File: config.mk
export PLATFORM = sky130hd
export DESIGN_NAME = lspc_queue
export DESIGN_NICKNAME = d
export VERILOG_FILES = /design/src/lspc_pkg.sv /design/src/lspc_queue.sv
export SDC_FILE = /design/constraint.sdc
export NUM_CORES = 1
export LEC_CHECK = 0
export ABC_AREA = 1
export ABC_CLOCK_PERIOD_IN_PS = 5240
export BUFFER_PORTS_ARGS = -buffer_cell sky130_fd_sc_hd__buf_2
export CELL_PAD_IN_SITES_DETAIL_PLACEMENT = 1
export CELL_PAD_IN_SITES_GLOBAL_PLACEMENT = 1
export CORE_UTILIZATION = 41
export DETAILED_ROUTE_END_ITERATION = 16
export PLACE_DENSITY_LB_ADDON = 0.1
export SYNTH_ARGS = -nofsm -noshare
export SYNTH_HDL_FRONTEND = slang
export SYNTH_SLANG_ARGS = --single-unit
File: constraint.sdc
create_clock -name clk -period 5.24 [get_ports clk]
set_clock_uncertainty 0.2 [all_clocks]
set_input_delay 0.262 -clock clk [delete_from_list [all_inputs] [get_ports clk]]
set_output_delay 0.262 -clock clk [all_outputs]
set_load 0.03 [all_outputs]
File: src/lspc_pkg.sv
// -----------------------------------------------------------------------------
// lspc_pkg
// Types and fixed constants of the looping sample player.
// -----------------------------------------------------------------------------
package lspc_pkg;

    localparam int SAMPLE_W   = 16;
    localparam int FRAC_W     = 16;
    localparam int POS_W      = 17 + FRAC_W;
    localparam int LEN_W      = 17;
    localparam int RATE_W     = 19;
    localparam int ADDR_W     = 16;
    localparam int SEEK_W     = 32;
    localparam int NUM_W      = 18;
    localparam int CFG_IDX_W  = 3;
    localparam int CFG_DATA_W = 32;
    localparam int Q_DEPTH    = 2;

    localparam logic [RATE_W-1:0] RATE_RESET = RATE_W'(65536);
    localparam logic [LEN_W-1:0]  LEN_RESET  = LEN_W'(4);
    localparam logic [LEN_W-1:0]  LEN_MIN    = LEN_W'(4);

    localparam logic [CFG_IDX_W-1:0] REG_RATE   = 3'd0;
    localparam logic [CFG_IDX_W-1:0] REG_LENGTH = 3'd1;
    localparam logic [CFG_IDX_W-1:0] REG_LOOP   = 3'd2;
    localparam logic [CFG_IDX_W-1:0] REG_STEREO = 3'd3;
    localparam logic [CFG_IDX_W-1:0] REG_MONO   = 3'd4;

    typedef enum logic [2:0] {
        OP_WRITE = 3'd0,
        OP_TICK  = 3'd1,
        OP_PLAY  = 3'd2,
        OP_STOP  = 3'd3,
        OP_SEEK  = 3'd4
    } op_t;

    typedef struct packed {
        op_t                        op;
        logic                       channel;
        logic [ADDR_W-1:0]          address;
        logic signed [SAMPLE_W-1:0] sample_value;
        logic [SEEK_W-1:0]          seek_position;
    } cmd_t;

    typedef struct packed {
        logic valid;
        cmd_t cmd;
    } push_t;

    typedef struct packed {
        logic [RATE_W-1:0] rate;
        logic [LEN_W-1:0]  len;
        logic              loop_en;
        logic              stereo;
        logic              mono;
    } cfg_t;

    typedef struct packed {
        logic             start;
        logic [NUM_W-1:0] num;
        logic [LEN_W-1:0] den;
    } div_req_t;

    typedef struct packed {
        logic             done;
        logic [LEN_W-1:0] rem;
    } div_rsp_t;

endpackage

File: src/lspc_queue.sv
// -----------------------------------------------------------------------------
// lspc_queue
// Short command queue between the front and the back.
// -----------------------------------------------------------------------------
module lspc_queue (
    input  logic            clk,
    input  logic            rst_n,
    input  lspc_pkg::push_t push,
    input  logic            pop,
    output logic            full,
    output logic            empty,
    output lspc_pkg::cmd_t  head
);

    localparam int PTR_W = $clog2(lspc_pkg::Q_DEPTH);
    localparam int CNT_W = $clog2(lspc_pkg::Q_DEPTH + 1);

    lspc_pkg::cmd_t   slot_reg [lspc_pkg::Q_DEPTH];
    logic [PTR_W-1:0] wr_ptr_reg;
    logic [PTR_W-1:0] rd_ptr_reg;
    logic [CNT_W-1:0] count_reg;
    logic             do_pop;

    assign full   = (count_reg == CNT_W'(lspc_pkg::Q_DEPTH));
    assign empty  = (count_reg == '0);
    assign head   = slot_reg[rd_ptr_reg];
    assign do_pop = pop && !empty;

    always_ff @(posedge clk)
    begin
        if (push.valid)
        begin
            slot_reg[wr_ptr_reg] <= push.cmd;
        end
    end

    always_ff @(posedge clk or negedge rst_n)
    begin
        if (!rst_n)
        begin
            wr_ptr_reg <= '0;
            rd_ptr_reg <= '0;
            count_reg  <= '0;
        end
        else
        begin
            if (push.valid)
            begin
                wr_ptr_reg <= (wr_ptr_reg == PTR_W'(lspc_pkg::Q_DEPTH - 1)) ? '0
                                                                             : wr_ptr_reg + 1'b1;
            end
            if (do_pop)
            begin
                rd_ptr_reg <= (rd_ptr_reg == PTR_W'(lspc_pkg::Q_DEPTH - 1)) ? '0
                                                                             : rd_ptr_reg + 1'b1;
            end
            if (push.valid && !do_pop)
            begin
                count_reg <= count_reg + 1'b1;
            end
            else if (!push.valid && do_pop)
            begin
                count_reg <= count_reg - 1'b1;
            end
        end
    end

endmodule

==> out/results.ini, run 1 <==
[routing]
antenna_left = 0
wire_per_inst_um = 15.2
drtIter0Drc = 187
drt_drc_violations_left = 0
vias = 3565
vias_per_cell = 4.55
drt_first_pass_iters = 4
routed_wirelength_um = 11900

[floorplan]
dieArea_um2 = 13100
die_width_um = 114
rows = 40
die_h_um = 114
boundaryPins = 142
core_area_um2 = 12200
initial_core_util_pct = 42.5

[sta]
setup_violations = 0
slew_violations = 0
rsz0062_at_grt = false
fin_crit_ns = 3.02
hold_ws_ns = 0.352
max_slew.worst_pin.slew_ns = 1.00
hold_viol = 0
slew_headroom_pct = 33.2
fin_tns_setup_ns = 0
fin_crit_sh_pct = 57.7
fmax_mhz = 331

[job]
maxCapViolations = 0

[clocking]
cts_buffer_depth = 2
clock-sinks = 140
post_cts_resized = 0
ctsHtreeMaxLevel = 4
cts-root-buf = clkbuf_16
clk_latency_ns = 0.41
clkTransAtPathRegs_ns = 0.05
cts-hold-fix-buffers = 72
cts_setup_buffers = 0
cts_tree = built
numCtsBuffers = 17

[global_route]
grt_overflow = 0
grt_pass1_vias = 3839
antenna_found_initial = 0
grtUsageTotal_pct = 19.6
grt_pass1_wl_um = 18700
grt_max_degree = 70

[yosys]
synth.avg_cell_area_um2 = 13.5
ys_seq_area_share_pct = 80.9
synth_top_area_share_pct = 79.0
synth_top_cell_by_area = edfxtp_1
synth_cell_types = 16
synth-warning-count = 0
synth_area_leaders = edfxtp_1, nand2_1, dfrtp_1
syn_nets = 456
ys_seq_elements = 140
netlist_area_um2 = 5170
synth_cells = 383

[worst_setup_path]
cp_slowest_stage_delay_ns = 0.69
cp_max_fo = 69
cp-end-kind = primary output
arrival_ns = 2.56
crit_top_cell = nand2_1
path_delay_family = buffers and inverters
crit_type = reg -> out
critPathSlowestCell = dfrtp_2
cp_cell_sequence = buf_4 > inv_4 > nand2_1 > nand2_1 > buf_2
worstSetupStartpointType = register
cp.buffers_inverters = 3
cp.required_ns = 4.78

[power_and_ir_drop]
power_density_nw_per_um2 = 571
p_sw_mw = 1.63
leakagePower_nw = 3.14
seq_power_share_pct = 38.7
p_int_mw = 2.51
pwr-share-clk_pct = 25.2
ir_worst_vdd_mv = 0.263
comb_power_share_pct = 36.1
swShare_pct = 39.3

[placed_design]
placed_cells = 680
gp_congestion = 0.690
dp_hpwl_um = 7030
portBuffers = 141

[worst_hold_path]
hold_class = reg -> reg

[cells_and_area]
drive_gt1_share_pct = 27.8
syn_to_final_growth_pct = 40.3
largest_reg_flops = 136
antenna_cells = 0
nets = 676
layoutNonFillerInstCount = 784
mostFrequentLayoutCells = nand2_1, buf_2, edfxtp_1, dlygate4sd3_1, clkbuf_16
final_common_cell = nand2_1

[status]
status = completed

through the flow:
| stage | area [µm²] | total power [mW] | setup slack, ns | utilization (%) |
|---|---|---|---|---|
| 3_5_place_dp | 6020 | 3.10 | 2.58 | 49.5 |
| 6_report | 7250 | 4.14 | 2.22 | 59.6 |
| 3_3_place_gp | 6020 | 3.07 | 2.61 | 49.5 |
| 5_1_grt | 7250 | 4.37 | 1.96 | 59.6 |
| 4_1_cts | 7250 | 4.19 | 2.14 | 59.6 |
| 2_1_floorplan | 5170 | 2.66 | 1.29 | - |
layer usage:
layer | track usage, % | up-vias | part of all wire [%]
met2 | 33.5 | 116 | 50
met3 | 7.15 | 22 | 5.9
met5 | 0 | - | 0
li1 | - | 1731 | -
met4 | 9.26 | 0 | 2.4
met1 | 22.0 | 1696 | 42
tightest hold or removal path, stage by stage, from the launching register on:
cell and delay, ns:
dfrtp_1 0.40, nand2_1 0.07, nand2_1 0.05
synthesized netlist by cell type:
| master | instances |
|---|---|
| nand2_1 | 211 |
| buf_6 | 3 |
| inv_1 | 6 |
| edfxtp_1 | 136 |
| o21ai_0 | 1 |
| ha_1 | 1 |
| nand3b_1 | 1 |
| nor2_1 | 3 |
| nand4_1 | 1 |
| inv_4 | 1 |
| dfrtp_1 | 4 |
| xnor2_1 | 1 |
| buf_2 | 10 |
| nand3_1 | 1 |
| buf_4 | 2 |
| xor2_1 | 1 |
final timing paths:
check	start	slack, ns	cells past startpoint	to
worst max register to register	wr_ptr_reg	2.87	2	slot_reg[0][58]
worst min register to register	count_reg[1]	0.35	2	count_reg[1]
max in group asynchronous	rst_n	4.09	3	rd_ptr_reg
worst min-delay path	count_reg[1]	0.35	2	count_reg[1]
min in group asynchronous	rst_n	0.55	3	count_reg[0]
worst max-delay path	rd_ptr_reg	2.22	5	head[66]
power by group through the flow:
stage | sequential [mW] | clock, mW | combinational [mW]
2_1_floorplan | 1.57 | 0 | 1.09
3_3_place_gp | 1.61 | 0 | 1.46
3_5_place_dp | 1.63 | 0 | 1.47
4_1_cts | 1.60 | 1.07 | 1.51
5_1_grt | 1.63 | 1.11 | 1.63
6_report | 1.60 | 1.05 | 1.49
cell families after synthesis:
logic type / synth area share (%)
simple gates: 15.9
flops: 80.9
buf+inv: 2.47
xor+xnor: 0.339
compound gates: 0.0967
fa+ha+maj: 0.242
final cells by class:
type | instances | area, µm²
multi-input cells | 221 | 865
clock buffers | 29 | 500
fillers | 1269 | 4910
well taps | 168 | 210
repair buffers | 216 | 1450
clock inverters | 3 | 15.0
inverters | 7 | 28.8
flip-flops and latches | 140 | 4190
Note: power is estimated with default switching activity, not from simulation.
==> inputs of run 2 (changes only) <==
Settings changed: ABC_CLOCK_PERIOD_IN_PS 5240 to 2700, CORE_UTILIZATION 41 to 37.
Clock period 5.24 ns to 2.7 ns, I/O delays scaled along.
==> run 2 against run 1 <==
Cell area shrank 0.17%. Wire length fell by 3.5%. Non-clock buffer count is 2 higher. Power grew 91%. Largest power group unchanged. Utilization shrank 5.8 points. First-iteration DRC count decreased by 2.1%. Count of clock-buffer cells in the layout shrank 5. Sequential share of layout area grew 0.10 points. Clock power increased by 82%. Critical path type unchanged. Die area increased by 11%. Via count is 0.95% lower. Flip-flop and latch count did not move.
==> out/results.ini, run 2 (synthesis results as in run 1) <==
[cells_and_area]
finalCoreUtilization_pct = 53.8
mostFrequentLayoutCells = nand2_1, buf_2, edfxtp_1, dlygate4sd3_1, clkbuf_16
design_area_um2 = 7240
fill_cells = 1426
nets = 678
final_common_cell = nand2_1
syn_to_final_growth_pct = 40.1
multi_input_area_um2 = 865
regArea_um2 = 4190
largest_reg_flops = 136
layoutNonFillerInstCount = 793
drive_gt1_share_pct = 27.3

[sta]
setup_slack_ns = 0.455
fmax_mhz = 446
slew_violations = 0
hold_ws_ns = 0.246
fin_crit_sh_pct = 83.1
fin_crit_ns = 2.24
fin_tns_setup_ns = 0
rsz0062_at_grt = false
setup_violations = 0
max_slew.worst_pin.slew_ns = 0.797
hold_viol = 0
slew_headroom_pct = 46.8

[global_route]
grt_max_degree = 70
grtUsageTotal_pct = 17.2
grt_pass1_wl_um = 18500
grt_overflow = 0
grt_pass1_vias = 3835
antenna_found_initial = 1

[clocking]
post_cts_resized = 0
clock-sinks = 140
cts_buffer_depth = 2
clk_latency_ns = 0.40
cts-root-buf = clkbuf_16
clkTransAtPathRegs_ns = 0.05
cts_setup_buffers = 0
cts-hold-fix-buffers = 72
numCtsBuffers = 17
ctsHtreeMaxLevel = 4
cts_tree = built

[worst_setup_path]
crit_type = reg -> out
crit_top_cell = nand2_1
worstSetupStartpointType = register
cp.required_ns = 2.37
arrival_ns = 1.91
critPathSlowestCell = buf_4
cp_cell_sequence = buf_4 > nand2_1 > nand2_1 > buf_2
cp_slowest_stage_delay_ns = 0.60
cp_max_fo = 69
cp-end-kind = primary output

[routing]
drt_drc_violations_left = 0
met2_wirelength_um = 5840
wl_met3_um = 719
routed_wirelength_um = 11500
drt_first_pass_iters = 4
antenna_left = 0
vias_per_cell = 4.45
wire_per_inst_um = 14.5
vias = 3531
wl_met1_um = 4780
drtIter0Drc = 183
route.top_layer_used = met4

[status]
status = completed

[floorplan]
boundaryPins = 142
die_width_um = 120
initial_core_util_pct = 38.4
rows = 42
die_h_um = 120
core_area_um2 = 13500
dieArea_um2 = 14400

[placed_design]
post_dp_cell_area_um2 = 6040
portBuffers = 141
placed_cells = 690
post-place-ws_ns = 0.869
gp_congestion = 0.651
dp_hpwl_um = 6710

[worst_hold_path]
hold_class = in -> reg

[job]
maxCapViolations = 0

[power_and_ir_drop]
leakagePower_nw = 3.13
power_density_nw_per_um2 = 1090
finalPower_mw = 7.92
ir_worst_vdd_mv = 0.624

[run 2: final timing paths]
path                                   start         endpoint  slack, ns  depth (start not counted)
worst max-delay path              rd_ptr_reg         head[43]       0.46                          4
worst min-delay path                push[41]  slot_reg[1][41]       0.25                          2
worst max register to register    wr_ptr_reg  slot_reg[0][54]       1.10                          2
worst min register to register  count_reg[1]     count_reg[1]       0.32                          2
max in group asynchronous              rst_n       rd_ptr_reg       1.69                          3
min in group asynchronous              rst_n       rd_ptr_reg       0.42                          3
[run 2: power by group]
part           total (mW)  internal [mW]  switching (mW)
sequential           3.01           2.89           0.122
combinational        3.00          0.757            2.24
clock                1.91           1.14           0.767
total                7.92           4.79            3.13
[run 2: cell type report]
class	instances	area share [%]
Timing Repair Buffer	218	20.2
Antenna cell	1	0.0346
Tap cell	176	3.04
Sequential cell	140	57.8
Multi-Input combinational cell	221	11.9
Clock buffer	24	6.24
Clock inverter	6	0.328
Inverter	7	0.397
[run 2: metal layers]
metal	global-route usage, %	up-vias
met5	0	-
met4	7.11	0
met3	6.08	11
met2	29.7	102
met1	19.1	1687
li1	-	1731
[run 2: critical path, delay by kind of cell, from the launching register on]
kind	cells	cell delay (ns)
buf+inv	2	0.80
simple gates	2	0.25
flops	1	0.38
==> inputs of run 3 (changes only) <==
Settings changed: ABC_CLOCK_PERIOD_IN_PS 2700 to 2300, CORE_UTILIZATION 37 to 41.
Clock period 2.7 ns to 2.3 ns, I/O delays scaled along.
==> run 3 against run 2 <==
Non-clock buffer count rose by 2. Critical path type unchanged. Global-route usage rose by 2.9 points. Power rose by 24%. Clock power rose by 39%. Highest routed layer unchanged. Sequential power rose by 18%. Setup slack got worse by 0.17 ns. Cell count fell by 0.63%. Flip-flop and latch count did not move. Cell area rose by 2.1%.
==> out/results.ini, run 3 (synthesis results as in run 1) <==
[status]
status = completed

[placed_design]
placed_cells = 684
gp_congestion = 0.701
portBuffers = 141
post_dp_cell_area_um2 = 6090
dp_hpwl_um = 7160

[sta]
fin_crit_ns = 2.02
max_slew.worst_pin.slew_ns = 0.526
fmax_mhz = 495
hold_viol = 0
rsz0062_at_grt = false
slew_violations = 0
setup_violations = 0
fin_tns_setup_ns = 0
slew_headroom_pct = 64.9
fin_crit_sh_pct = 87.8

[cells_and_area]
mostFrequentLayoutCells = nand2_1, buf_2, edfxtp_1, dlygate4sd3_1, clkbuf_16
nets = 680
finalCoreUtilization_pct = 60.8
layoutNonFillerInstCount = 788
drive_gt1_share_pct = 29.4
final_common_cell = nand2_1
syn_to_final_growth_pct = 43.0
largest_reg_flops = 136
antenna_cells = 0
design_area_um2 = 7390

[power_and_ir_drop]
comb_power_share_pct = 36.9
leakagePower_nw = 3.20
power_density_nw_per_um2 = 1330
finalPower_mw = 9.84
p_sw_mw = 3.81
p_int_mw = 6.03
pwr-share-clk_pct = 27.1
seq_power_share_pct = 36.1
swShare_pct = 38.7
ir_worst_vdd_mv = 0.764

[worst_setup_path]
crit_type = reg -> out
arrival_ns = 1.70
cp.required_ns = 1.99
cp_max_fo = 21
worstSetupStartpointType = register
cp-end-kind = primary output

[global_route]
grt_max_degree = 70
grt_pass1_wl_um = 19000
grt_pass1_vias = 3947
grt_overflow = 0
antenna_found_initial = 0
grtUsageTotal_pct = 20.1

[routing]
vias = 3581
vias_per_cell = 4.54
wire_per_inst_um = 15.4
drt_drc_violations_left = 0
antenna_left = 0
drtIter0Drc = 134
routed_wirelength_um = 12100
drt_first_pass_iters = 4

[floorplan]
die_h_um = 114
initial_core_util_pct = 42.5
rows = 40
die_width_um = 114
core_area_um2 = 12200
boundaryPins = 142
dieArea_um2 = 13100

[worst_hold_path]
hold_class = in -> reg

[clocking]
cts_tree = built
cts-root-buf = clkbuf_16
post_cts_resized = 0
numCtsBuffers = 17
clk_latency_ns = 0.41
cts_buffer_depth = 2
clkTransAtPathRegs_ns = 0.05
ctsHtreeMaxLevel = 4
clock-sinks = 140

[job]
maxCapViolations = 0

-- run 3: changes by cell type in the layout (fill, tap and decap cells not counted), sizes merged --
cell,change
clkinvlp,+3
buf,+2
bufinv,+3
inv,-1
diode,-1
clkinv,+3
clkbuf,-6
-- run 3: path summary, 6_finish.rpt --
| path | startpoint | end | slack (ns) | cells after the start |
|---|---|---|---|---|
| setup / recovery | rd_ptr_reg | head[12] | 0.28 | 5 |
| hold / removal | push[55] | slot_reg[1][55] | 0.22 | 2 |
| setup reg to reg | count_reg[0] | count_reg[1] | 0.68 | 6 |
| hold reg to reg | count_reg[1] | count_reg[1] | 0.32 | 2 |
| max in group asynchronous | rst_n | rd_ptr_reg | 1.25 | 3 |
| min in group asynchronous | rst_n | count_reg[0] | 0.43 | 3 |
-- run 3: power by group through the flow --
stage | Combinational (mW) | Clock (mW) | Sequential [mW]
after global placement | 3.52 | 0 | 3.57
after detailed placement | 3.56 | 0 | 3.60
after CTS | 3.68 | 2.72 | 3.55
after global routing | 3.94 | 2.84 | 3.59
final | 3.63 | 2.66 | 3.55
after floorplan | 2.48 | 0 | 3.56
-- run 3: layout make-up --
| cell class | count | area, µm² |
|---|---|---|
| well taps | 168 | 210 |
| inverters | 7 | 32.5 |
| clock buffers | 18 | 429 |
| fillers | 1270 | 4770 |
| flip-flops and latches | 140 | 4190 |
| clock inverters | 14 | 153 |
| repair buffers | 220 | 1520 |
| multi-input cells | 221 | 865 |
-- run 3: critical path, stage by stage, from the launching register on --
cell	delay, ns
dfrtp_2	0.43
inv_4	0.21
buf_4	0.28
nand2_1	0.08
nand2_1	0.08
buf_2	0.20
-- run 3: metrics by stage --
step | hold WS [ns] | setup WS [ns]
global route | 0.204 | 0.146
global placement | -0.261 | 0.719
detailed placement | -0.260 | 0.688
floorplan | -0.381 | 0.210
CTS | 0.199 | 0.235
finish | 0.225 | 0.280
-- run 3: repair_timing --
item	4_1_cts	5_1_grt
hold buffers	72	0
buffers inserted	0	0
endpoints found under the hold margin	143	0
-- run 3: per-layer routing --
| metal | vias up | wire length [µm] | part of all wire (%) | track usage [%] |
|---|---|---|---|---|
| met4 | 0 | 177 | 1.5 | 8.14 |
| met3 | 13 | 586 | 4.8 | 6.25 |
| met2 | 101 | 6410 | 53 | 36.4 |
| li1 | 1734 | - | - | - |
| met1 | 1733 | 4950 | 41 | 21.8 |
| met5 | - | 0 | 0 | 0 |
