===== config.mk =====
export PLATFORM = sky130hd
export DESIGN_NAME = lspc_rem
export DESIGN_NICKNAME = d
export VERILOG_FILES = /design/src/lspc_pkg.sv /design/src/lspc_rem.sv
export SDC_FILE = /design/constraint.sdc
export NUM_CORES = 1
export LEC_CHECK = 0
export ABC_AREA = 1
export BUFFER_PORTS_ARGS = -buffer_cell sky130_fd_sc_hd__clkbuf_2
export CAP_MARGIN = 20
export CELL_PAD_IN_SITES_DETAIL_PLACEMENT = 0
export CELL_PAD_IN_SITES_GLOBAL_PLACEMENT = 2
export CORE_MARGIN = 1.5
export CORE_UTILIZATION = 32
export CTS_CLUSTER_DIAMETER = 50
export DETAILED_ROUTE_END_ITERATION = 10
export HOLD_SLACK_MARGIN = 0.05
export PLACE_DENSITY_LB_ADDON = 0.1
export SYNTH_ARGS = -nofsm -noshare
export SYNTH_HDL_FRONTEND = slang
export SYNTH_SLANG_ARGS = --single-unit

===== constraint.sdc =====
create_clock -name clk -period 2.1 [get_ports clk]
set_input_delay 0.42 -clock clk [delete_from_list [all_inputs] [get_ports clk]]
set_output_delay 0.42 -clock clk [all_outputs]
set_load 0.005 [all_outputs]

===== src/lspc_pkg.sv =====
// -----------------------------------------------------------------------------
// lspc_pkg
// Types and fixed constants of the looping sample player.
// -----------------------------------------------------------------------------
package lspc_pkg;

    localparam int SAMPLE_W   = 16;
    localparam int FRAC_W     = 16;
    localparam int POS_W      = 17 + FRAC_W;
    localparam int LEN_W      = 17;
    localparam int RATE_W     = 19;
    localparam int ADDR_W     = 16;
    localparam int SEEK_W     = 32;
    localparam int NUM_W      = 18;
    localparam int CFG_IDX_W  = 3;
    localparam int CFG_DATA_W = 32;
    localparam int Q_DEPTH    = 2;

    localparam logic [RATE_W-1:0] RATE_RESET = RATE_W'(65536);
    localparam logic [LEN_W-1:0]  LEN_RESET  = LEN_W'(4);
    localparam logic [LEN_W-1:0]  LEN_MIN    = LEN_W'(4);

    localparam logic [CFG_IDX_W-1:0] REG_RATE   = 3'd0;
    localparam logic [CFG_IDX_W-1:0] REG_LENGTH = 3'd1;
    localparam logic [CFG_IDX_W-1:0] REG_LOOP   = 3'd2;
    localparam logic [CFG_IDX_W-1:0] REG_STEREO = 3'd3;
    localparam logic [CFG_IDX_W-1:0] REG_MONO   = 3'd4;

    typedef enum logic [2:0] {
        OP_WRITE = 3'd0,
        OP_TICK  = 3'd1,
        OP_PLAY  = 3'd2,
        OP_STOP  = 3'd3,
        OP_SEEK  = 3'd4
    } op_t;

    typedef struct packed {
        op_t                        op;
        logic                       channel;
        logic [ADDR_W-1:0]          address;
        logic signed [SAMPLE_W-1:0] sample_value;
        logic [SEEK_W-1:0]          seek_position;
    } cmd_t;

    typedef struct packed {
        logic valid;
        cmd_t cmd;
    } push_t;

    typedef struct packed {
        logic [RATE_W-1:0] rate;
        logic [LEN_W-1:0]  len;
        logic              loop_en;
        logic              stereo;
        logic              mono;
    } cfg_t;

    typedef struct packed {
        logic             start;
        logic [NUM_W-1:0] num;
        logic [LEN_W-1:0] den;
    } div_req_t;

    typedef struct packed {
        logic             done;
        logic [LEN_W-1:0] rem;
    } div_rsp_t;

endpackage


===== src/lspc_rem.sv =====
// -----------------------------------------------------------------------------
// lspc_rem
// Bit-serial remainder unit: one dividend bit per cycle.
// -----------------------------------------------------------------------------
module lspc_rem (
    input  logic               clk,
    input  logic               rst_n,
    input  lspc_pkg::div_req_t req,
    output lspc_pkg::div_rsp_t rsp
);

    localparam int CNT_W = $clog2(lspc_pkg::NUM_W + 1);

    logic [lspc_pkg::NUM_W-1:0] num_reg;
    logic [lspc_pkg::LEN_W-1:0] den_reg;
    logic [lspc_pkg::LEN_W-1:0] rem_reg;
    logic [CNT_W-1:0]           cnt_reg;
    logic                       busy_reg;
    logic                       done_reg;
    logic [lspc_pkg::LEN_W:0]   trial;

    assign trial    = {rem_reg, num_reg[lspc_pkg::NUM_W-1]};
    assign rsp.done = done_reg;
    assign rsp.rem  = rem_reg;

    always_ff @(posedge clk or negedge rst_n)
    begin
        if (!rst_n)
        begin
            busy_reg <= 1'b0;
            done_reg <= 1'b0;
            cnt_reg  <= '0;
            num_reg  <= '0;
            den_reg  <= '0;
            rem_reg  <= '0;
        end
        else
        begin
            done_reg <= 1'b0;
            if (req.start)
            begin
                busy_reg <= 1'b1;
                num_reg  <= req.num;
                den_reg  <= req.den;
                rem_reg  <= '0;
                cnt_reg  <= CNT_W'(lspc_pkg::NUM_W);
            end
            else if (busy_reg)
            begin
                // shift in the next dividend bit, subtract when it fits
                if (trial >= {1'b0, den_reg})
                begin
                    rem_reg <= lspc_pkg::LEN_W'(trial - {1'b0, den_reg});
                end
                else
                begin
                    rem_reg <= lspc_pkg::LEN_W'(trial);
                end
                num_reg <= {num_reg[lspc_pkg::NUM_W-2:0], 1'b0};
                cnt_reg <= cnt_reg - 1'b1;
                if (cnt_reg == CNT_W'(1))
                begin
                    busy_reg <= 1'b0;
                    done_reg <= 1'b1;
                end
            end
        end
    end

endmodule


==> results of run 1 <==
[metal layers]
layer	up-vias	global-route usage	wire, um
met5	-	0	0
met4	0	0.0616	125
met3	7	0.0441	488
met2	74	0.280	5010
met1	1645	0.242	5250
li1	1806	-	-
[area by class of cell]
| cell class | instances | share of cell area |
|---|---|---|
| Clock buffer | 12 | 0.0510 |
| Timing Repair Buffer | 82 | 0.106 |
| Clock inverter | 4 | 0.0153 |
| Multi-Input combinational cell | 350 | 0.407 |
| Inverter | 101 | 0.0784 |
| Sequential cell | 59 | 0.305 |
| Tap cell | 143 | 0.0370 |
[cell usage after synthesis]
cell type,count
o21ai_0,21
a22oi_1,1
inv_2,2
o21ai_1,10
xor2_1,1
o221ai_1,17
dfrtp_1,59
nand2_2,4
buf_2,4
clkbuf_1,8
nor3_2,1
and2_1,1
nand3_1,37
buf_4,2
nand4_1,4
nand2_4,1
buf_1,2
nor3_1,2
buf_6,2
ha_1,19
nor2_1,24
inv_1,99
nand3b_1,6
fa_1,1
nor2_4,1
nor2_2,4
xnor2_1,6
nand3_2,1
a21oi_1,13
or2_1,1
nand2_1,173
[final timing paths]
kind / startpoint / to / slack, ns / depth (start not counted)
worst min register to register: cnt_reg[4]$_DFFE_PN0P_ / cnt_reg[4]$_DFFE_PN0P_ / 0.49 / 1
worst max-delay path: rem_reg[10]$_DFFE_PN0P_ / rem_reg[9]$_DFFE_PN0P_ / 0.09 / 11
worst max register to register: rem_reg[10]$_DFFE_PN0P_ / rem_reg[9]$_DFFE_PN0P_ / 0.09 / 11
max in group asynchronous: rst_n / den_reg[8]$_DFFE_PN0P_ / 1.72 / 2
worst min-delay path: rst_n / den_reg[4]$_DFFE_PN0P_ / 0.09 / 2
min in group clk: req[19] / num_reg[2]$_DFFE_PN0P_ / 0.29 / 3
[cell families after synthesis]
family,after synthesis,share of synthesized area
buf+inv,119,0.126
simple gates,260,0.295
compound gates,62,0.100
xor+xnor,7,0.0163
flops,59,0.393
fa+ha+maj,20,0.0686
[report_power, final]
| part | total, mW | internal, mW | leakage, nW | switching [mW] |
|---|---|---|---|---|
| sequential | 1.58 | 1.36 | 0.731 | 0.213 |
| combinational | 3.68 | 1.56 | 1.75 | 2.12 |
| clock | 1.63 | 1.07 | 0.157 | 0.554 |
| total | 6.89 | 4.00 | 2.64 | 2.89 |
[what timing repair did]
item,4_1_cts,5_1_grt
endpoints found under the hold margin,0,0
gates cloned,0,2
resized for setup,1,26
setup buffers,0,3
pin swaps,0,4
endpoints found under the setup margin,4,17
[critical path, cell delays in order, from the launching register on]
cell and delay, ns:
dfrtp_1 0.44, ha_4 0.32, nand2_1 0.09, nor2_2 0.15, nand2_1 0.11, nor3_2 0.19
nor2_4 0.11, buf_12 0.14, nand2_8 0.12, nand3_1 0.10, nand3_1 0.08, nand2_1 0.05
==> metrics.yaml, run 1 <==
run_status:
  status: "finished, final reports clean"
placement:
  post_dp_cell_area_mm2: 0.00430
  dp_slack_ns: 0.00372
  io_buffers: 55
  place_hpwl_mm: 7.72
  gp_congestion: 0.828
  dp.cells: 730
synth:
  synth_top_area_share: 0.393
  synth-seq-cells: 59
  synthTopCellsByArea: "dfrtp_1, nand2_1, inv_1, ha_1, nand3_1"
  postSynthCellCount: 527
  syn_area_mm2: 0.00376
  seq_area_frac_synth: 0.393
  syn-mean-instance-area_um2: 7.13
  synthDistinctLibCells: 31
  yosys.area.top_type: "dfrtp_1"
  synth_nets: 585
  yosys_warnings: 0
global_routing:
  grt_pass1_wl_mm: 17.1
  grt_max_degree: 60
  gr-total-overflow: 0
  grt_pass1_vias: 3476
  antenna_found_initial: 0
  grt_usage: 0.179
finish:
  final_util: 0.423
  final_cell_mix: "nand2_1, inv_1, dfrtp_1, clkbuf_2, nand3_1"
  largest_reg_flops: 18
  seq_area_mm2: 0.00148
  fill_cells: 1208
  multi_input_area_mm2: 0.00197
  areaGrowthSynthToFinish_pct: 28.7
  drive_above_1_share: 0.214
  fin_area_mm2: 0.00483
  mostFrequentLayoutCell: "nand2_1"
  fin_cells: 751
  antennaDiodeCount: 0
  fin_nets: 661
die:
  core_area_mm2: 0.0114
  die-area_mm2: 0.0124
  rows: 39
  die_w_um: 111
  ioPinCount: 56
  start_util: 0.329
  die_h_um: 111
routing:
  drt_iter0_drc: 148
  vias: 3532
  finalWirelength_mm: 10.9
  vias_per_cell: 4.70
  post_drt_wl_per_cell_um: 14.5
  drc: 0
  antenna_left: 0
  drtPass1Iterations: 4
setup_path:
  cp_max_fo: 12
  end_kind: "flip-flop"
  required_ns: 2.33
  cp-start-kind: "flip-flop"
  arrival_ns: 2.24
  worstSetupPathType: "reg -> reg"
sta:
  fin_crit_sh: 0.955
  tightestPinTransition_ns: 0.694
  fin_skew_ns: 0.00492
  layout_setup_ws_ns: 0.0946
  min_period_ns: 2.01
  setup_viol: 0
  maxSlewViolCount: 0
  max_freq_mhz: 499
  finalSetupTns_ns: 0
  hold_ws_ns: 0.0909
  hold_violations: 0
  slew_headroom: 0.537
clocking:
  clkSlewWorstSetupHoldPaths_ns: 0.06
  cts.sinks: 59
  cts_made_buffers: 9
  htree_levels: 3
  cts-root-buf: "clkbuf_16"
  holdBufCountCts: 0
  cts_buffer_depth: 2
  clk_latency_ns: 0.34
  cts_tree: "built"
power_and_ir_drop:
  p_per_area_mw_per_mm2: 1420
  leakage_nw: 2.64
  peakVddDrop_v: 0.000503
  p_total_mw: 6.89
hold_path:
  hold_path_class: "in -> async"
flow_run:
  drv_cap: 0
Power figures use the tool's default switching activity.
==> inputs of run 2 (changes only) <==
Settings changed: ABC_AREA 1 to default, CORE_UTILIZATION 32 to 35.
==> run 2 against run 1 <==
The flow now finishes with violations (negative setup slack). Clock power down 42%. Largest cell class unchanged. Sequential share of layout area fell by 2.3 points. Fmax is 15% lower. Area after synthesis decreased by 1.3%. Design area up 8.3%. Critical path depth shrank 3. Wire length decreased by 2.9%.
==> metrics.yaml, run 2 <==
die:
  start_util: 0.361  # was 0.329
  die-area_mm2: 0.0112  # was 0.0124 mm^2
  die_w_um: 106  # was 111 um
  core_area_mm2: 0.0103  # was 0.0114 mm^2
  rows: 37  # was 39
  ioPinCount: 56  # unchanged
  die_h_um: 106  # was 111 um
setup_path:
  r2r_start: "den_reg[0]$_DFFE_PN0P_"  # was rem_reg[10]$_DFFE_PN0P_
  cp-start-kind: "flip-flop"  # unchanged
  regToRegEndpoint: "rem_reg[14]$_DFFE_PN0P_"  # was rem_reg[9]$_DFFE_PN0P_
  ff2ff_setup_slack_ns: -0.27  # was 0.09 ns
  worstSetupPathType: "reg -> reg"  # unchanged
  arrival_ns: 2.61  # was 2.24 ns
  ff2ff_path_depth: 8  # was 11
  end_kind: "flip-flop"  # unchanged
  required_ns: 2.35  # was 2.33 ns
  cp_max_fo: 3  # was 12
routing:
  vias_per_cell: 5.05  # was 4.70
  vias: 3493  # was 3532
  antenna_left: 0  # unchanged
  drt_iter0_drc: 114  # was 148
  drtPass1Iterations: 4  # unchanged
  post_drt_wl_per_cell_um: 15.3  # was 14.5 um
  drc: 0  # unchanged
  finalWirelength_mm: 10.6  # was 10.9 mm
synth:
  ys.flop_type: "dfrtp_1"  # unchanged
  synth_async_sr_flop_share: 1.00  # unchanged
  yosys.area.top_type: "dfrtp_1"  # unchanged
  synthTopCellsByArea: "dfrtp_1, o21ai_0, ha_1, nand2_1, mux2i_1"  # was dfrtp_1, nand2_1, inv_1, ha_1, nand3_1
  synth-seq-cells: 59  # unchanged
  syn_area_mm2: 0.00371  # was 0.00376 mm^2
  synthDistinctLibCells: 60  # was 31
  yosys_warnings: 0  # unchanged
  synth_top_area_share: 0.398  # was 0.393
  postSynthCellCount: 413  # was 527
  seq_area_frac_synth: 0.398  # was 0.393
  synthMostInstantiatedCell: "dfrtp_1"  # was nand2_1
  synthTopCellsByCount: "dfrtp_1, nand2_1, o21ai_0, nor2_1, inv_1"  # was nand2_1, inv_1, dfrtp_1, nand3_1, nor2_1
  synth-edff-count: 0  # unchanged
  syn-mean-instance-area_um2: 8.97  # was 7.13 um^2
  synth_nets: 471  # was 585
hold_path:
  hold_path_class: "in -> async"  # unchanged
sta:
  rsz0062_at_grt: "yes"
  fin_crit_sh: 1.13  # was 0.955
  tightestPinTransition_ns: 0.470  # was 0.694 ns
  fin_skew_ns: 0.0108  # was 0.00492 ns
  slew_headroom: 0.685  # was 0.537
  max_freq_mhz: 423  # was 499 MHz
  setup_viol: 17  # was 0
  finalSetupTns_ns: -2.41  # was 0 ns
  hold_violations: 0  # unchanged
  min_period_ns: 2.37  # was 2.01 ns
  maxSlewViolCount: 0  # unchanged
  layout_setup_ws_ns: -0.266  # was 0.0946 ns
power_and_ir_drop:
  peakVddDrop_v: 0.000666  # was 0.000503 V
  leakage_nw: 2.55  # was 2.64 nW
  p_total_mw: 6.49  # was 6.89 mW
  p_per_area_mw_per_mm2: 1240  # was 1420 mW/mm^2
finish:
  mostFrequentLayoutCell: "buf_4"  # was nand2_1
  antennaDiodeCount: 0  # unchanged
  largest_reg_flops: 18  # unchanged
  fin_area_mm2: 0.00524  # was 0.00483 mm^2
  final_cell_mix: "buf_4, dfrtp_1, clkbuf_2, nand2_1, o21ai_0"  # was nand2_1, inv_1, dfrtp_1, clkbuf_2, nand3_1
  final_util: 0.509  # was 0.423
  drive_above_1_share: 0.400  # was 0.214
  areaGrowthSynthToFinish_pct: 41.3  # was 28.7%
  fin_nets: 608  # was 661
run_status:
  status: "finished, violations left"  # was finished, final reports clean
  violations: "negative setup slack"
clocking:
  cts-root-buf: "clkbuf_8"  # was clkbuf_16
  cts.sinks: 59  # unchanged
  clkSlewWorstSetupHoldPaths_ns: 0.07  # was 0.06 ns
  holdBufCountCts: 0  # unchanged
  clk_latency_ns: 0.33  # was 0.34 ns
  cts_made_buffers: 9  # unchanged
  htree_levels: 3  # unchanged
  cts_buffer_depth: 2  # unchanged
  cts_tree: "built"  # unchanged
global_routing:
  gr-total-overflow: 0  # unchanged
  grt_pass1_wl_mm: 18.0  # was 17.1 mm
  grt_max_degree: 60  # unchanged
  grt_usage: 0.201  # was 0.179
  antenna_found_initial: 0  # unchanged
  grt_pass1_vias: 3631  # was 3476
placement:
  place_hpwl_mm: 7.73  # was 7.72 mm
  io_buffers: 55  # unchanged
  gp_congestion: 0.825  # was 0.828
  post_dp_cell_area_mm2: 0.00472  # was 0.00430 mm^2
flow_run:
  drv_cap: 0  # unchanged
==> run 2: changes by cell type in the layout (fill, tap and decap cells not counted), sizes merged, moves of 6 or more <==
cell / previous run / this run
nand2: 179 / 54
inv: 101 / 20
buf: 27 / 95
nand3: 38 / 10
o21ai: 31 / 55
mux2i: 0 / 17
o221ai: 17 / 1
a311oi: 0 / 9
a31oi: 0 / 8
nand2b: 0 / 8
nor3b: 0 / 7
a21o: 0 / 6
nand3b: 6 / 0
==> run 2: cell families (layout without fill, tap and decap cells) <==
| group | Yosys count | after routing | synth area share |
|---|---|---|---|
| buf+inv | 45 | 187 | 0.0520 |
| xor+xnor | 14 | 14 | 0.0331 |
| flops | 59 | 59 | 0.398 |
| mux | 18 | 18 | 0.0490 |
| simple gates | 133 | 133 | 0.177 |
| compound gates | 124 | 124 | 0.221 |
| fa+ha+maj | 20 | 20 | 0.0695 |
==> run 2: worst max path at each step <==
stage | to | cells past startpoint | slack (ns) | startpoint
after floorplan | rem_reg[10]$_DFFE_PN0P_ | 9 | -0.26 | den_reg[0]$_DFFE_PN0P_
after global placement | rem_reg[14]$_DFFE_PN0P_ | 9 | -0.28 | num_reg[17]$_DFFE_PN0P_
after detailed placement | rem_reg[14]$_DFFE_PN0P_ | 9 | -0.33 | num_reg[17]$_DFFE_PN0P_
after CTS | rem_reg[14]$_DFFE_PN0P_ | 9 | -0.26 | num_reg[17]$_DFFE_PN0P_
after global routing | rem_reg[14]$_DFFE_PN0P_ | 8 | -0.38 | den_reg[0]$_DFFE_PN0P_
final | rem_reg[14]$_DFFE_PN0P_ | 8 | -0.27 | den_reg[0]$_DFFE_PN0P_
==> run 2: layer usage <==
metal  track usage  vias to the layer above  share of wire
met5             0                        -              0
met4        0.0627                        0          0.013
met3        0.0288                       10          0.032
met2         0.325                       71           0.47
met1         0.278                     1662           0.49
li1              -                     1750              -
==> run 2: final cells by class <==
class	instances	area [um^2]
fillers	1028	5040
inverters	21	78.8
flip-flops and latches	59	1480
repair buffers	150	1020
clock buffers	11	141
clock inverters	5	30.0
well taps	136	170
multi-input cells	309	2310
==> run 2: worst max-delay path, stage by stage (launching register included) <==
cell       delay (ns)
dfrtp_1          0.42
ha_4             0.18
fa_2             0.33
nand2b_4         0.16
a211oi_4         0.24
nand2b_4         0.18
a2111oi_2        0.06
or4b_1           0.49
o31ai_2          0.22
==> run 2: report_power, final <==
part           total, mW  switching [mW]  internal [mW]
clock network      0.942           0.487          0.455
registers           1.48           0.138           1.34
logic               4.08            2.07           2.01
total               6.49            2.69           3.80
==> run 2: what timing repair did <==
action | CTS | global route
setup endpoints to repair | 17 | 17
pin swaps | 20 | 10
buffers inserted | 3 | 5
gates resized for setup | 38 | 22
==> run 2: stage by stage <==
step	hold WS (ns)	setup slack [ns]	instances
CTS	0.102	-0.258	686
finish	0.0659	-0.266	691
detailed placement	0.468	-0.325	667
floorplan	0.124	-0.260	413
global route	0.127	-0.381	691
global placement	0.462	-0.275	667
==> inputs of run 3 (changes only) <==
--- a/config.mk
+++ b/config.mk
@@ -14,4 +14,5 @@
 export CTS_CLUSTER_DIAMETER = 50
 export DETAILED_ROUTE_END_ITERATION = 10
+export GPL_TIMING_DRIVEN = 0
 export HOLD_SLACK_MARGIN = 0.05
 export PLACE_DENSITY_LB_ADDON = 0.1
==> constraint.sdc (replaced) <==
create_clock -name clk -period 2.1 [get_ports clk]
set_input_delay 0.42 -clock clk [delete_from_list [all_inputs] [get_ports clk]]
set_output_delay 0.42 -clock clk [all_outputs]
set_load 0.01 [all_outputs]
==> run 3 against run 2 <==
The flow still finishes with violations (negative setup slack). Via count down 5.4%. Design area down 9.2%. Die area unchanged. Highest routed layer unchanged.
==> metrics.yaml, run 3 (synthesis gave the netlist of run 2 again) <==
clocking:
  cts_tree: "built"  # unchanged
  cts.sinks: 59  # unchanged
  cts_buffer_depth: 2  # unchanged
  clkSlewWorstSetupHoldPaths_ns: 0.07  # about the same
  htree_levels: 3  # unchanged
  clk_latency_ns: 0.34  # was 0.33 ns
  cts_made_buffers: 9  # unchanged
  cts-root-buf: "clkbuf_8"  # unchanged
setup_path:
  worst_path_max_delay_cell: "dfrtp_1"  # was or4b_1
  worstSetupPathType: "reg -> reg"  # unchanged
  cp-start-kind: "flip-flop"  # unchanged
  crit_chain: "ha_4 -> fa_2 -> nand2b_4 -> a211oi_4 -> o21ai_2 -> a21o_1 -> buf_6 -> a221o_1 -> a311oi_2"  # was ha_4 -> fa_2 -> nand2b_4 -> a211oi_4 -> nand2b_4 -> a2111oi_2 -> or4b_1 -> o31ai_2
  cp_max_fo: 3  # unchanged
  cp_top_family: "compound AO/OA/AOI/OAI gates"  # was simple AND/OR/NAND/NOR gates
  crit_path_max_incr_delay_ns: 0.41  # was 0.49 ns
  end_kind: "flip-flop"  # unchanged
  arrival_ns: 2.72  # was 2.61 ns
  cp_num_buf_inv: 1  # was 0
  required_ns: 2.35  # about the same
sta:
  hold_violations: 0  # unchanged
  maxSlewViolCount: 0  # unchanged
  max_freq_mhz: 406  # was 423 MHz
  tightestPinTransition_ns: 0.831  # was 0.470 ns
  hold_ws_ns: 0.195  # was 0.0659 ns
  fin_skew_ns: 0.00887  # was 0.0108 ns
  slew_headroom: 0.446  # was 0.685
  rsz0062_at_grt: "yes"  # unchanged
  finalSetupTns_ns: -4.20  # was -2.41 ns
  min_period_ns: 2.46  # was 2.37 ns
  setup_viol: 17  # unchanged
  fin_crit_sh: 1.17  # was 1.13
  layout_setup_ws_ns: -0.365  # was -0.266 ns
global_routing:
  grt_usage: 0.203  # was 0.201
  grt_pass1_vias: 3383  # was 3631
  grt_pass1_wl_mm: 17.7  # was 18.0 mm
  grt_max_degree: 60  # unchanged
  antenna_found_initial: 0  # unchanged
  gr-total-overflow: 0  # unchanged
routing:
  drtPass1Iterations: 4  # unchanged
  vias: 3306  # was 3493
  vias_per_cell: 5.23  # was 5.05
  finalWirelength_mm: 10.8  # was 10.6 mm
  post_drt_wl_per_cell_um: 17.1  # was 15.3 um
  antenna_left: 0  # unchanged
  drt_iter0_drc: 133  # was 114
  drc: 0  # unchanged
die:
  rows: 37  # unchanged
  die_h_um: 106  # unchanged
  ioPinCount: 56  # unchanged
  die-area_mm2: 0.0112  # unchanged
  start_util: 0.361  # unchanged
  core_area_mm2: 0.0103  # unchanged
  die_w_um: 106  # unchanged
placement:
  gp_congestion: 0.791  # was 0.825
  post_dp_cell_area_mm2: 0.00418  # was 0.00472 mm^2
  io_buffers: 55  # unchanged
  place_hpwl_mm: 7.92  # was 7.73 mm
flow_run:
  drv_cap: 0  # unchanged
power_and_ir_drop:
  p_total_mw: 6.05  # was 6.49 mW
  leakage_nw: 2.23  # was 2.55 nW
  p_per_area_mw_per_mm2: 1270  # was 1240 mW/mm^2
  peakVddDrop_v: 0.000465  # was 0.000666 V
finish:
  fin_nets: 549  # was 608
  final_cell_mix: "dfrtp_1, clkbuf_2, nand2_1, o21ai_0, nor2_1"  # was buf_4, dfrtp_1, clkbuf_2, nand2_1, o21ai_0
  areaGrowthSynthToFinish_pct: 28.3  # was 41.3%
  drive_above_1_share: 0.282  # was 0.400
  mostFrequentLayoutCell: "dfrtp_1"  # was buf_4
  antennaDiodeCount: 0  # unchanged
  fin_area_mm2: 0.00476  # was 0.00524 mm^2
  final_util: 0.463  # was 0.509
  largest_reg_flops: 18  # unchanged
run_status:
  violations: "negative setup slack"  # unchanged
  status: "finished, violations left"  # unchanged
hold_path:
  hold_path_class: "in -> async"  # unchanged
==> run 3: cell types whose count changed in the layout (fill, tap and decap cells not counted), moves of 3 or more <==
cell | previous run | this run
o31ai_1 | 2 | 5
buf_2 | 0 | 3
buf_4 | 88 | 11
clkbuf_1 | 1 | 13
bufinv_16 | 0 | 3
ha_2 | 1 | 4
buf_1 | 0 | 3
==> run 3: routing by layer <==
| layer | track usage | up-vias | wire (um) |
|---|---|---|---|
| li1 | - | 1637 | - |
| met1 | 0.280 | 1585 | 5150 |
| met2 | 0.330 | 71 | 5060 |
| met3 | 0.0313 | 13 | 420 |
| met4 | 0.0579 | 0 | 154 |
| met5 | 0 | - | 0 |
==> run 3: final timing paths <==
check | start | endpoint | slack (ns) | cells after the start
hold reg to reg | cnt_reg[4]$_DFFE_PN0P_ | cnt_reg[4]$_DFFE_PN0P_ | 0.54 | 2
max in group asynchronous | rst_n | rem_reg[7]$_DFFE_PN0P_ | 1.36 | 1
setup / recovery | den_reg[0]$_DFFE_PN0P_ | rem_reg[10]$_DFFE_PN0P_ | -0.36 | 9
setup reg to reg | den_reg[0]$_DFFE_PN0P_ | rem_reg[10]$_DFFE_PN0P_ | -0.36 | 9
hold / removal | rst_n | den_reg[11]$_DFFE_PN0P_ | 0.19 | 1
min in group clk | req[33] | num_reg[16]$_DFFE_PN0P_ | 0.27 | 3
==> run 3: final cells by class <==
cell class,count,area (um^2)
clock inverters,6,111
clock buffers,10,138
fillers,1059,5520
repair buffers,67,397
multi-input cells,309,2260
plain buffers,24,124
flip-flops and latches,59,1480
well taps,136,170
inverters,21,78.8
==> run 3: metrics by stage <==
stage	setup slack (ns)	std cells
floorplan	-0.260	413
global placement	-0.653	604
detailed placement	-0.657	604
CTS	-0.355	630
global route	-0.464	632
finish	-0.365	632
==> run 3: worst reg2reg max path: cells and delay by family, from the launching register on <==
kind                     cells  cell delay (ns)
buffers and inverters        1             0.13
adder cells (fa/ha/maj)      2             0.52
AO/OA/AOI/OAI                5             1.15
flip-flops                   1             0.41
AND/OR/NAND/NOR              1             0.16
==> run 3: timing repair <==
item / in CTS / in global routing
setup endpoints to repair: 17 / 17
setup buffers: 10 / 2
hold buffers: 0 / 0
hold endpoints to repair: 0 / 0
gates resized for setup: 28 / 17
pin swaps: 17 / 6
==> run 3: report_power, final <==
| part | leakage (nW) | internal, mW | switching, mW |
|---|---|---|---|
| Combinational | 1.37 | 1.34 | 1.84 |
| Clock | 0.123 | 0.823 | 0.496 |
| Sequential | 0.740 | 1.34 | 0.218 |
| Total | 2.23 | 3.50 | 2.55 |
